==> src/hw/rtl/dmsp_pkg.sv <==
`timescale 1ns / 1ps
`default_nettype none

package dmsp_pkg;

  localparam int SPEED_W   = 15;
  localparam int ERR_W     = 16;
  localparam int DERR_W    = 17;
  localparam int INTEG_W   = 22;
  localparam int GAIN_W    = 16;
  localparam int LIMIT_W   = 20;
  localparam int THR_W     = 15;
  localparam int DUTY_W    = 16;
  localparam int TERM_W    = 32;
  localparam int CFG_IDX_W = 3;
  localparam int CFG_DAT_W = 20;
  localparam int NUM_CH    = 2;

  localparam logic [GAIN_W-1:0]  KP_RESET  = 16'd28160;
  localparam logic [GAIN_W-1:0]  KI_RESET  = 16'd204;
  localparam logic [GAIN_W-1:0]  KD_RESET  = 16'd5120;
  localparam logic [LIMIT_W-1:0] LIM_RESET = 20'd10000;
  localparam logic [THR_W-1:0]   THR_RESET = 15'd100;

  typedef enum logic [CFG_IDX_W-1:0] {
    REG_KP_LEFT  = 3'd0,
    REG_KI_LEFT  = 3'd1,
    REG_KD_LEFT  = 3'd2,
    REG_KP_RIGHT = 3'd3,
    REG_KI_RIGHT = 3'd4,
    REG_KD_RIGHT = 3'd5,
    REG_INT_LIM  = 3'd6,
    REG_SEP_THR  = 3'd7
  } reg_idx_t;

  localparam logic CH_LEFT  = 1'b0;
  localparam logic CH_RIGHT = 1'b1;

  typedef struct packed {
    logic [GAIN_W-1:0] kp;
    logic [GAIN_W-1:0] ki;
    logic [GAIN_W-1:0] kd;
  } gains_t;

  typedef struct packed {
    gains_t             left;
    gains_t             right;
    logic [LIMIT_W-1:0] integral_limit;
    logic [THR_W-1:0]   sep_thr;
  } cfg_t;

  typedef struct packed {
    logic signed [INTEG_W-1:0] integ;
    logic signed [ERR_W-1:0]   prev_err;
  } ch_state_t;

endpackage

`default_nettype wire

==> src/hw/rtl/dmsp_cfg.sv <==
`timescale 1ns / 1ps
`default_nettype none

module dmsp_cfg
  import dmsp_pkg::*;
(
  input  wire logic                 clk,
  input  wire logic                 rst_n,
  input  wire logic                 cfg_we,
  input  wire logic [CFG_IDX_W-1:0] cfg_index,
  input  wire logic [CFG_DAT_W-1:0] cfg_wdata,
  output cfg_t                      cfg
);

  cfg_t cfg_r;
  cfg_t cfg_nxt;

  always_comb begin
    cfg_nxt = cfg_r;
    if (cfg_we) begin
      unique case (reg_idx_t'(cfg_index))
        REG_KP_LEFT:  cfg_nxt.left.kp         = cfg_wdata[GAIN_W-1:0];
        REG_KI_LEFT:  cfg_nxt.left.ki         = cfg_wdata[GAIN_W-1:0];
        REG_KD_LEFT:  cfg_nxt.left.kd         = cfg_wdata[GAIN_W-1:0];
        REG_KP_RIGHT: cfg_nxt.right.kp        = cfg_wdata[GAIN_W-1:0];
        REG_KI_RIGHT: cfg_nxt.right.ki        = cfg_wdata[GAIN_W-1:0];
        REG_KD_RIGHT: cfg_nxt.right.kd        = cfg_wdata[GAIN_W-1:0];
        REG_INT_LIM:  cfg_nxt.integral_limit  = cfg_wdata[LIMIT_W-1:0];
        REG_SEP_THR:  cfg_nxt.sep_thr         = cfg_wdata[THR_W-1:0];
        default: ;
      endcase
    end
  end

  always_ff @(posedge clk) begin
    if (!rst_n) begin
      cfg_r.left.kp        <= KP_RESET;
      cfg_r.left.ki        <= KI_RESET;
      cfg_r.left.kd        <= KD_RESET;
      cfg_r.right.kp       <= KP_RESET;
      cfg_r.right.ki       <= KI_RESET;
      cfg_r.right.kd       <= KD_RESET;
      cfg_r.integral_limit <= LIM_RESET;
      cfg_r.sep_thr        <= THR_RESET;
    end else begin
      cfg_r <= cfg_nxt;
    end
  end

  assign cfg = cfg_r;

endmodule

`default_nettype wire

==> src/hw/rtl/dmsp_datapath.sv <==
`timescale 1ns / 1ps
`default_nettype none

module dmsp_datapath
  import dmsp_pkg::*;
#(
  parameter int DUTY_LIMIT = 9000
) (
  input  wire logic signed [SPEED_W-1:0] target_speed,
  input  wire logic signed [SPEED_W-1:0] measured_speed,
  input  wire gains_t                    gains,
  input  wire logic [LIMIT_W-1:0]        integral_limit,
  input  wire logic [THR_W-1:0]          sep_thr,
  input  wire ch_state_t                 state_cur,
  output ch_state_t                      state_nxt,
  output logic signed [DUTY_W-1:0]       duty
);

  localparam logic signed [TERM_W-1:0] SAT_POS = TERM_W'(DUTY_LIMIT);
  localparam logic signed [TERM_W-1:0] SAT_NEG = -SAT_POS;

  logic signed [ERR_W-1:0]     err;
  logic [ERR_W-1:0]            err_mag;
  logic signed [INTEG_W:0]     sum_raw;
  logic signed [INTEG_W:0]     lim_pos;
  logic signed [INTEG_W:0]     lim_neg;
  logic signed [INTEG_W-1:0]   sum_clamp;
  logic [INTEG_W-1:0]          sum_mag;
  logic signed [DERR_W-1:0]    derr;
  logic [DERR_W-1:0]           derr_mag;
  logic [ERR_W+GAIN_W-1:0]     p_prod;
  logic [INTEG_W+GAIN_W-1:0]   i_prod;
  logic [DERR_W+GAIN_W-1:0]    d_prod;
  logic signed [TERM_W-1:0]    p_term;
  logic signed [TERM_W-1:0]    i_term;
  logic signed [TERM_W-1:0]    d_term;
  logic signed [TERM_W-1:0]    total;

  always_comb begin
    err     = ERR_W'(target_speed) - ERR_W'(measured_speed);
    err_mag = err[ERR_W-1] ? ERR_W'(-err) : ERR_W'(err);

    sum_raw = (INTEG_W+1)'(state_cur.integ) + (INTEG_W+1)'(err);
    lim_pos = $signed({3'b000, integral_limit});
    lim_neg = -lim_pos;
    if (sum_raw > lim_pos) begin
      sum_clamp = lim_pos[INTEG_W-1:0];
    end else if (sum_raw < lim_neg) begin
      sum_clamp = lim_neg[INTEG_W-1:0];
    end else begin
      sum_clamp = sum_raw[INTEG_W-1:0];
    end
    sum_mag = sum_clamp[INTEG_W-1] ? INTEG_W'(-sum_clamp) : INTEG_W'(sum_clamp);

    derr     = DERR_W'(err) - DERR_W'(state_cur.prev_err);
    derr_mag = derr[DERR_W-1] ? DERR_W'(-derr) : DERR_W'(derr);

    p_prod = (ERR_W+GAIN_W)'(err_mag) * (ERR_W+GAIN_W)'(gains.kp);
    i_prod = (INTEG_W+GAIN_W)'(sum_mag) * (INTEG_W+GAIN_W)'(gains.ki);
    d_prod = (DERR_W+GAIN_W)'(derr_mag) * (DERR_W+GAIN_W)'(gains.kd);

    p_term = $signed(TERM_W'(p_prod >> 8));
    if (err[ERR_W-1]) p_term = -p_term;

    i_term = $signed(TERM_W'(i_prod >> 8));
    if (sum_clamp[INTEG_W-1]) i_term = -i_term;
    if (err_mag > ERR_W'(sep_thr)) i_term = '0;

    d_term = $signed(TERM_W'(d_prod >> 8));
    if (derr[DERR_W-1]) d_term = -d_term;

    total = p_term + i_term + d_term;
    if (total >= SAT_POS) begin
      duty = SAT_POS[DUTY_W-1:0];
    end else if (total <= SAT_NEG) begin
      duty = SAT_NEG[DUTY_W-1:0];
    end else begin
      duty = total[DUTY_W-1:0];
    end

    state_nxt.integ    = sum_clamp;
    state_nxt.prev_err = err;
  end

endmodule

`default_nettype wire

==> src/hw/rtl/dual_motor_speed_pid_unit.sv <==
// An accepted transaction moves from the input register to the output register.
// Throughput: one transaction per cycle while the output is not stalled; the input
// register feeds the combinational PID arithmetic, which writes the output register
// and the per-channel state. Back-pressure stalls the output stage and a full input stage.
// Reset (synchronous, active low) clears both stages, the integral sums and the
// previous errors, and restores the gain, limit and threshold registers.
`timescale 1ns / 1ps
`default_nettype none

module dual_motor_speed_pid_unit
  import dmsp_pkg::*;
#(
  parameter int DUTY_LIMIT = 9000
) (
  input  wire logic                 clk,
  input  wire logic                 rst_n,
  input  wire logic                 in_tvalid,
  output logic                      in_tready,
  input  wire logic [31:0]          in_tdata,   // target_speed[14:0], measured_speed[29:15]
  input  wire logic                 in_tuser,   // channel select (0 = left, 1 = right)
  output logic                      out_tvalid,
  input  wire logic                 out_tready,
  output logic [15:0]               out_tdata,  // duty[15:0]
  input  wire logic                 cfg_we,
  input  wire logic [CFG_IDX_W-1:0] cfg_index,
  input  wire logic [CFG_DAT_W-1:0] cfg_wdata
);

  cfg_t                        cfg;
  gains_t                      gains;
  ch_state_t                   state_r [NUM_CH];
  ch_state_t                   state_cur;
  ch_state_t                   state_nxt;
  logic                        in_vld_r;
  logic                        in_ch_r;
  logic signed [SPEED_W-1:0]   in_tgt_r;
  logic signed [SPEED_W-1:0]   in_meas_r;
  logic                        out_vld_r;
  logic signed [DUTY_W-1:0]    out_duty_r;
  logic signed [DUTY_W-1:0]    duty_nxt;
  logic                        advance;

  dmsp_cfg u_cfg (
    .clk       (clk),
    .rst_n     (rst_n),
    .cfg_we    (cfg_we),
    .cfg_index (cfg_index),
    .cfg_wdata (cfg_wdata),
    .cfg       (cfg)
  );

  assign gains     = (in_ch_r == CH_RIGHT) ? cfg.right : cfg.left;
  assign state_cur = state_r[in_ch_r];

  dmsp_datapath #(
    .DUTY_LIMIT (DUTY_LIMIT)
  ) u_datapath (
    .target_speed   (in_tgt_r),
    .measured_speed (in_meas_r),
    .gains          (gains),
    .integral_limit (cfg.integral_limit),
    .sep_thr        (cfg.sep_thr),
    .state_cur      (state_cur),
    .state_nxt      (state_nxt),
    .duty           (duty_nxt)
  );

  assign advance   = !out_vld_r || out_tready;
  assign in_tready = !in_vld_r || advance;

  always_ff @(posedge clk) begin
    if (!rst_n) begin
      in_vld_r   <= 1'b0;
      out_vld_r  <= 1'b0;
      state_r[0] <= '0;
      state_r[1] <= '0;
    end else begin
      if (in_tready) begin
        in_vld_r <= in_tvalid;
      end
      if (advance) begin
        out_vld_r <= in_vld_r;
        if (in_vld_r) begin
          state_r[in_ch_r] <= state_nxt;
        end
      end
    end
  end

  always_ff @(posedge clk) begin
    if (in_tvalid && in_tready) begin
      in_ch_r   <= in_tuser;
      in_tgt_r  <= in_tdata[SPEED_W-1:0];
      in_meas_r <= in_tdata[2*SPEED_W-1:SPEED_W];
    end
    if (advance && in_vld_r) begin
      out_duty_r <= duty_nxt;
    end
  end

  assign out_tvalid = out_vld_r;
  assign out_tdata  = out_duty_r;

  a_duty_in_range: assert property (@(posedge clk) disable iff (!rst_n)
    out_tvalid |-> ($signed(out_tdata) <= DUTY_W'(DUTY_LIMIT)) &&
                   ($signed(out_tdata) >= -$signed(DUTY_W'(DUTY_LIMIT))))
    else $error("duty outside the saturation limit");

  a_stall_only_when_full: assert property (@(posedge clk) disable iff (!rst_n)
    !in_tready |-> in_vld_r && out_vld_r && !out_tready)
    else $error("input stalled with room in the pipeline");

  a_item_held: assert property (@(posedge clk) disable iff (!rst_n)
    in_vld_r && out_vld_r && !out_tready |=> in_vld_r && $stable(in_tgt_r) &&
                                             $stable(in_meas_r) && $stable(in_ch_r))
    else $error("stalled input stage lost its transaction");

  a_result_follows: assert property (@(posedge clk) disable iff (!rst_n)
    in_vld_r && advance |=> out_vld_r)
    else $error("transaction in the input stage did not reach the output");

endmodule

`default_nettype wire
==> config.mk <==
export PLATFORM = sky130hd
export DESIGN_NAME = dual_motor_speed_pid_unit
export DESIGN_NICKNAME = d
export VERILOG_FILES = /design/src/hw/rtl/dmsp_pkg.sv /design/src/hw/rtl/dmsp_cfg.sv /design/src/hw/rtl/dmsp_datapath.sv /design/src/hw/rtl/dual_motor_speed_pid_unit.sv
export SDC_FILE = /design/constraint.sdc
export NUM_CORES = 2
export LEC_CHECK = 0
export BUFFER_PORTS_ARGS = -buffer_cell sky130_fd_sc_hd__buf_2
export CORE_ASPECT_RATIO = 0.8
export CORE_MARGIN = 1
export CORE_UTILIZATION = 40
export DETAILED_ROUTE_END_ITERATION = 8
export GPL_ROUTABILITY_DRIVEN = 1
export PLACE_DENSITY_LB_ADDON = 0.25
export SYNTH_ARGS = -nofsm -noshare
export SYNTH_HDL_FRONTEND = slang
export SYNTH_HIERARCHICAL = 1
export SYNTH_SLANG_ARGS = --single-unit
==> constraint.sdc <==
create_clock -name clk -period 49.4 [get_ports clk]
set_input_delay 7.41 -clock clk [delete_from_list [all_inputs] [get_ports clk]]
set_output_delay 7.41 -clock clk [all_outputs]
set_load 0.02 [all_outputs]
Word-level counts from Yosys, hierarchy flattened
Memory sizes are Yosys's and may differ from the RTL's. A register that Yosys moved wholly into a read port is not among the register bits.
Index checks and enable logic that the tools add are counted.
{"block": "word_totals", "mem_bits_rw": 76, "input_bits": 61, "word_cells": 80, "memories": 1, "output_inout_bits": 18, "register_bits": 180}
{"memory": "state_r", "depth": 2, "width": 38, "rd": 1, "rd_clocked_by_memory_dff": 1, "write_ports": 2, "line": "dual_motor_speed_pid_unit.sv:31", "source": "ch_state_t state_r [NUM_CH];"}
{"block": "op_classes", "mul": 3, "magnitude_cmp": 5, "n_eq_ne": 7, "n_addsub": 12, "mux": 20, "n_reduce_logical": 17}
{"op": "$mux 32", "count": 4}
{"op": "$mux 22", "count": 3}
{"op": "$add 32x32->32", "count": 2}
{"op": "$mux 48", "count": 1}
{"op": "$mul 22x16->38", "count": 1}
{"op": "$mux 38", "count": 1}
{"op": "$reduce_or 38->1", "count": 1}
{"op": "$mul 17x16->33", "count": 1}
{"op": "$ge 32x15->1 const B", "count": 1}
{"op": "$le 32x15->1 const B", "count": 1}
{"op": "$mul 16x16->32", "count": 1}
{"op": "$mux 16", "count": 2}
{"op": "$neg 24->32", "count": 1}
{"op": "$neg 25->32", "count": 1}
{"op": "$neg 30->32", "count": 1}
{"op": "$add 22x16->23", "count": 1}
{"op": "$gt 23x21->1", "count": 1}
{"op": "$lt 23x23->1", "count": 1}
{"op": "$neg 20->23", "count": 1}
{"op": "$neg 22->22", "count": 1}
{"op": "$mux 17", "count": 1}
{"op": "$neg 17->17", "count": 1}
{"op": "$sub 16x16->17", "count": 1}
{"op": "$gt 16x15->1", "count": 1}
{"op": "12 further kinds", "count": 33}

Longest topological paths before layout
{"block": "logic_depth", "ltp_word": 15, "depth_mapped": 88, "ltp_nobuf": 85}

Modules after synthesis
Netlist, hierarchy kept.
{"module": "dmsp_datapath", "cells_each": 5005, "area_per_inst_um2": 39811.9, "n_inst": 1, "seq_area_each_um2": 0.0}
{"module": "dual_motor_speed_pid_unit", "cells_each": 373, "area_per_inst_um2": 5630.4, "n_inst": 1, "seq_area_each_um2": 3753.6}
{"module": "dmsp_cfg", "cells_each": 473, "area_per_inst_um2": 4943.5, "n_inst": 1, "seq_area_each_um2": 2622.5}

Worst setup path before layout
Ideal clock, no wire load.
{"block": "synth_timing", "path_kind": "register -> register", "start": "register in_meas_r[0]", "end": "register out_duty_r[5] (netlist: out_tdata[5]) (data pin)", "setup_time_ps": 255, "required_ps": 49145, "stages_incl_launch_ff": 78, "arrival_time_ps": 17839, "period_less_slack_ps": 18094, "setup_slack_ps": 31306, "n_path_buf": 5, "path_cell_list": "edfxtp_1 ha_1 fa_1 nor2b_1 o21ai_0 a21boi_0 o21ai_0 a21boi_0 o21a_1 o211a_1 a211o_1 a211oi_1 a41oi_1 nand2_1 ha_1 inv_1 or3_1 a21oi_1 (+42 left out) nand4bb_1 or4_1 o21ai_1 xnor2_1 nand2_1 fa_1 inv_1 ha_1 or2_2 a21oi_1 a31oi_1 xor2_1 or3_1 or4_1 or3_1 nor2b_1 buf_2 a31o_1"}
{"element": "start, declared", "line": "dual_motor_speed_pid_unit.sv:37", "source": "logic signed [SPEED_W-1:0] in_meas_r;"}
{"element": "start signal, assigned", "line": "dual_motor_speed_pid_unit.sv:94", "source": "in_meas_r <= in_tdata[2*SPEED_W-1:SPEED_W];"}
{"element": "end signal, assigned", "line": "dual_motor_speed_pid_unit.sv:97", "source": "out_duty_r <= duty_nxt;"}
{"element": "end, declared", "line": "dual_motor_speed_pid_unit.sv:39", "source": "logic signed [DUTY_W-1:0] out_duty_r;"}

==> metrics.cfg <==
[clocking]
cts_made_buffers = 31
clk_pin_slew_worst_paths_ns = 0.07
clock_path_buffers = 3
cts_htree_levels = 1
cts_tree = done
cts.repair.resized = 0
clock_sinks = 257
cts_hold_buffers = 0
clkLatencyLatePin_ns = 0.61
postCtsSetupBuffers = 0
cts_root_buf = clkbuf_16

[floorplanning]
chipWidth_um = 399
die_area_mm2 = 0.127
io_pins = 79
rows = 116
core_area_mm2 = 0.125
die_h_um = 319
initial_utilization_pct = 40.3

[synth]
syn_area_mm2 = 0.0504
yosys_warnings = 6
syn_nets = 7082
yosysUniqueCellTypes = 110
ys_seq_area_share_pct = 12.7
synthFlopType = dfxtp_1
synth_area_leader_cell = fa_1
syn-mean-instance-area_um2 = 8.61
synth_top_area_share_pct = 28.3
ys_ff_latch = 257
synth_enable_flop_cells = 123
synthTopCellsByArea = fa_1 (28%), ha_1 (11%), edfxtp_1 (7.3%)
async_flop_share_pct = 0
postSynthCellCount = 5851

[drt]
firstDrtPassIters = 7
ant_nets = 0
drt-total-wl_um = 148000
met2_length_um = 63000
post_drt_wl_per_cell_um = 19.9
met3_length_um = 9810
top_layer = met5
wl_met1_um = 71200
drc = 0
drt_iter0_markers = 3155
vias = 40300
routed_via_density = 5.41

[critical_path]
path_max_fanout = 18
endpoint_kind = flip-flop
crit_path_start_kind = flip-flop
crit_top_cell = fa_1
cp_slowest_cell = a2111oi_0
path_class = flip-flop to flip-flop
max_stage_delay_ns = 0.81
cp.required_ns = 49.74
worstRegToRegCells = 81
worstPathArrival_ns = 22.44

[timing]
post-route-min-period_ns = 22.09
setup_violations = 0
rsz0062_at_grt = no
relSlewSlack_pct = 20.6
maxSlewViolCount = 0
worst_pin_slew_ns = 1.19
period_share_pct = 44.7
fin_tns_setup_ns = 0
setup_slack_ns = 27.31
fmaxAchievable_mhz = 45.3
skew_ns = 0.0208
hold_viol_final = 0

[layout]
multi_input_area_mm2 = 0.0395
layout_commonest_cell = inv_1
drive_gt1_share_pct = 7.07
seqCellArea_mm2 = 0.00638
area_delta_synth_final_pct = 6.49
layout.cells.most_common_list = inv_1 (960), nand2_1 (873), fa_1 (712), ha_1 (458), and2_1 (346)
nNetsFinal = 7005
n_fill_cell = 12400

[status]
outcome = complete, no violations

[global_routing]
track_usage_pct = 23.5
antenna_found_initial = 2
grt_pass1_wl_um = 235000
grt_max_degree = 104
overflow = 0
grt_pass1_vias = 40400

[placement]
port_buffers = 76
post-place-ws_ns = 27.68
detailed_place_hpwl_um = 118000
place_congestion = 0.963

[hold_path]
hold_class = flip-flop to flip-flop
holdPathStages = 2

[run]
max_cap_viol_count = 0

## sequential cells by signal (all words and copies together), names as in the netlist, named ones only
| signal | cells |
|---|---|
| in_tgt_r | 15 |
| out_tvalid | 1 |
| out_tdata | 16 |
| u_cfg/cfg | 131 |
| in_meas_r | 15 |
| state_r | 76 |
| in_vld_r | 1 |
| in_ch_r | 1 |
## per-layer routing
layer / vias to the layer above / GRT usage (%)
met5: - / 0
met4: 2 / 5.72
met3: 161 / 2.83
met2: 1222 / 35.6
met1: 20200 / 35.2
li1: 18700 / -
## final timing paths
kind                                                   from                     endpoint  slack [ns]
worst min register to register  u_cfg/cfg[104]$_SDFFE_PN0P_  u_cfg/cfg[104]$_SDFFE_PN0P_        0.46
worst max-delay path                 in_meas_r[0]$_DFFE_PP_       out_tdata[3]$_DFFE_PP_       27.31
worst min-delay path            u_cfg/cfg[104]$_SDFFE_PN0P_  u_cfg/cfg[104]$_SDFFE_PN0P_        0.46
worst max register to register       in_meas_r[0]$_DFFE_PP_       out_tdata[3]$_DFFE_PP_       27.31
## stage by stage
step	util, %	instances	instance area (um2)	hold slack [ns]
final	42.9	7452	53700	0.456
after global routing	42.9	7452	53700	0.465
after CTS	42.9	7451	53700	0.457
after detailed placement	42.0	7393	52500	0.448
after global placement	42.0	7393	52500	0.440
after floorplan	-	5851	50400	0.432
## worst max-delay path: cells and delay by family, from the launching register on
family | cells | cell delay (ns)
xor+xnor | 3 | 0.51
mux | 2 | 0.70
simple gates | 28 | 6.06
compound gates | 25 | 6.56
fa+ha+maj | 13 | 5.89
buf+inv | 10 | 1.68
flops | 1 | 0.41
## Yosys cell counts (all sizes together), types with 63 or more instances
| library cell | n |
|---|---|
| a21oi | 231 |
| nor2 | 203 |
| xor2 | 99 |
| nor2b | 96 |
| o21ai | 158 |
| mux2 | 89 |
| xnor2 | 158 |
| edfxtp | 123 |
| buf | 64 |
| ha | 458 |
| dfxtp | 134 |
| a21o | 81 |
| mux2i | 138 |
| clkbuf | 198 |
| nand3 | 63 |
| nand2 | 876 |
| inv | 960 |
| and2 | 346 |
| fa | 712 |
| nor3 | 138 |
## logic make-up after synthesis
logic type	synth area share [%]
AOI/OAI and AO/OA	9.99
and+or+nand+nor	19.0
xor gates and xnor gates	4.56
buffers and inverters	9.39
muxes	4.73
adders and majority gates	39.7
DFF	12.7
## cell type report
cell class | count | share of cell area (%)
inverter | 961 | 6.72
antenna | 1 | 0.00466
timing repair buffer | 152 | 1.78
clock buffer | 41 | 1.72
sequential | 257 | 11.9
multi-input combinational | 4371 | 73.7
clock inverter | 17 | 0.378
tap | 1652 | 3.85
Power is left out: the tool's default activity adds up to more than one toggle a clock period on the data nets, which glitch-free logic cannot reach.
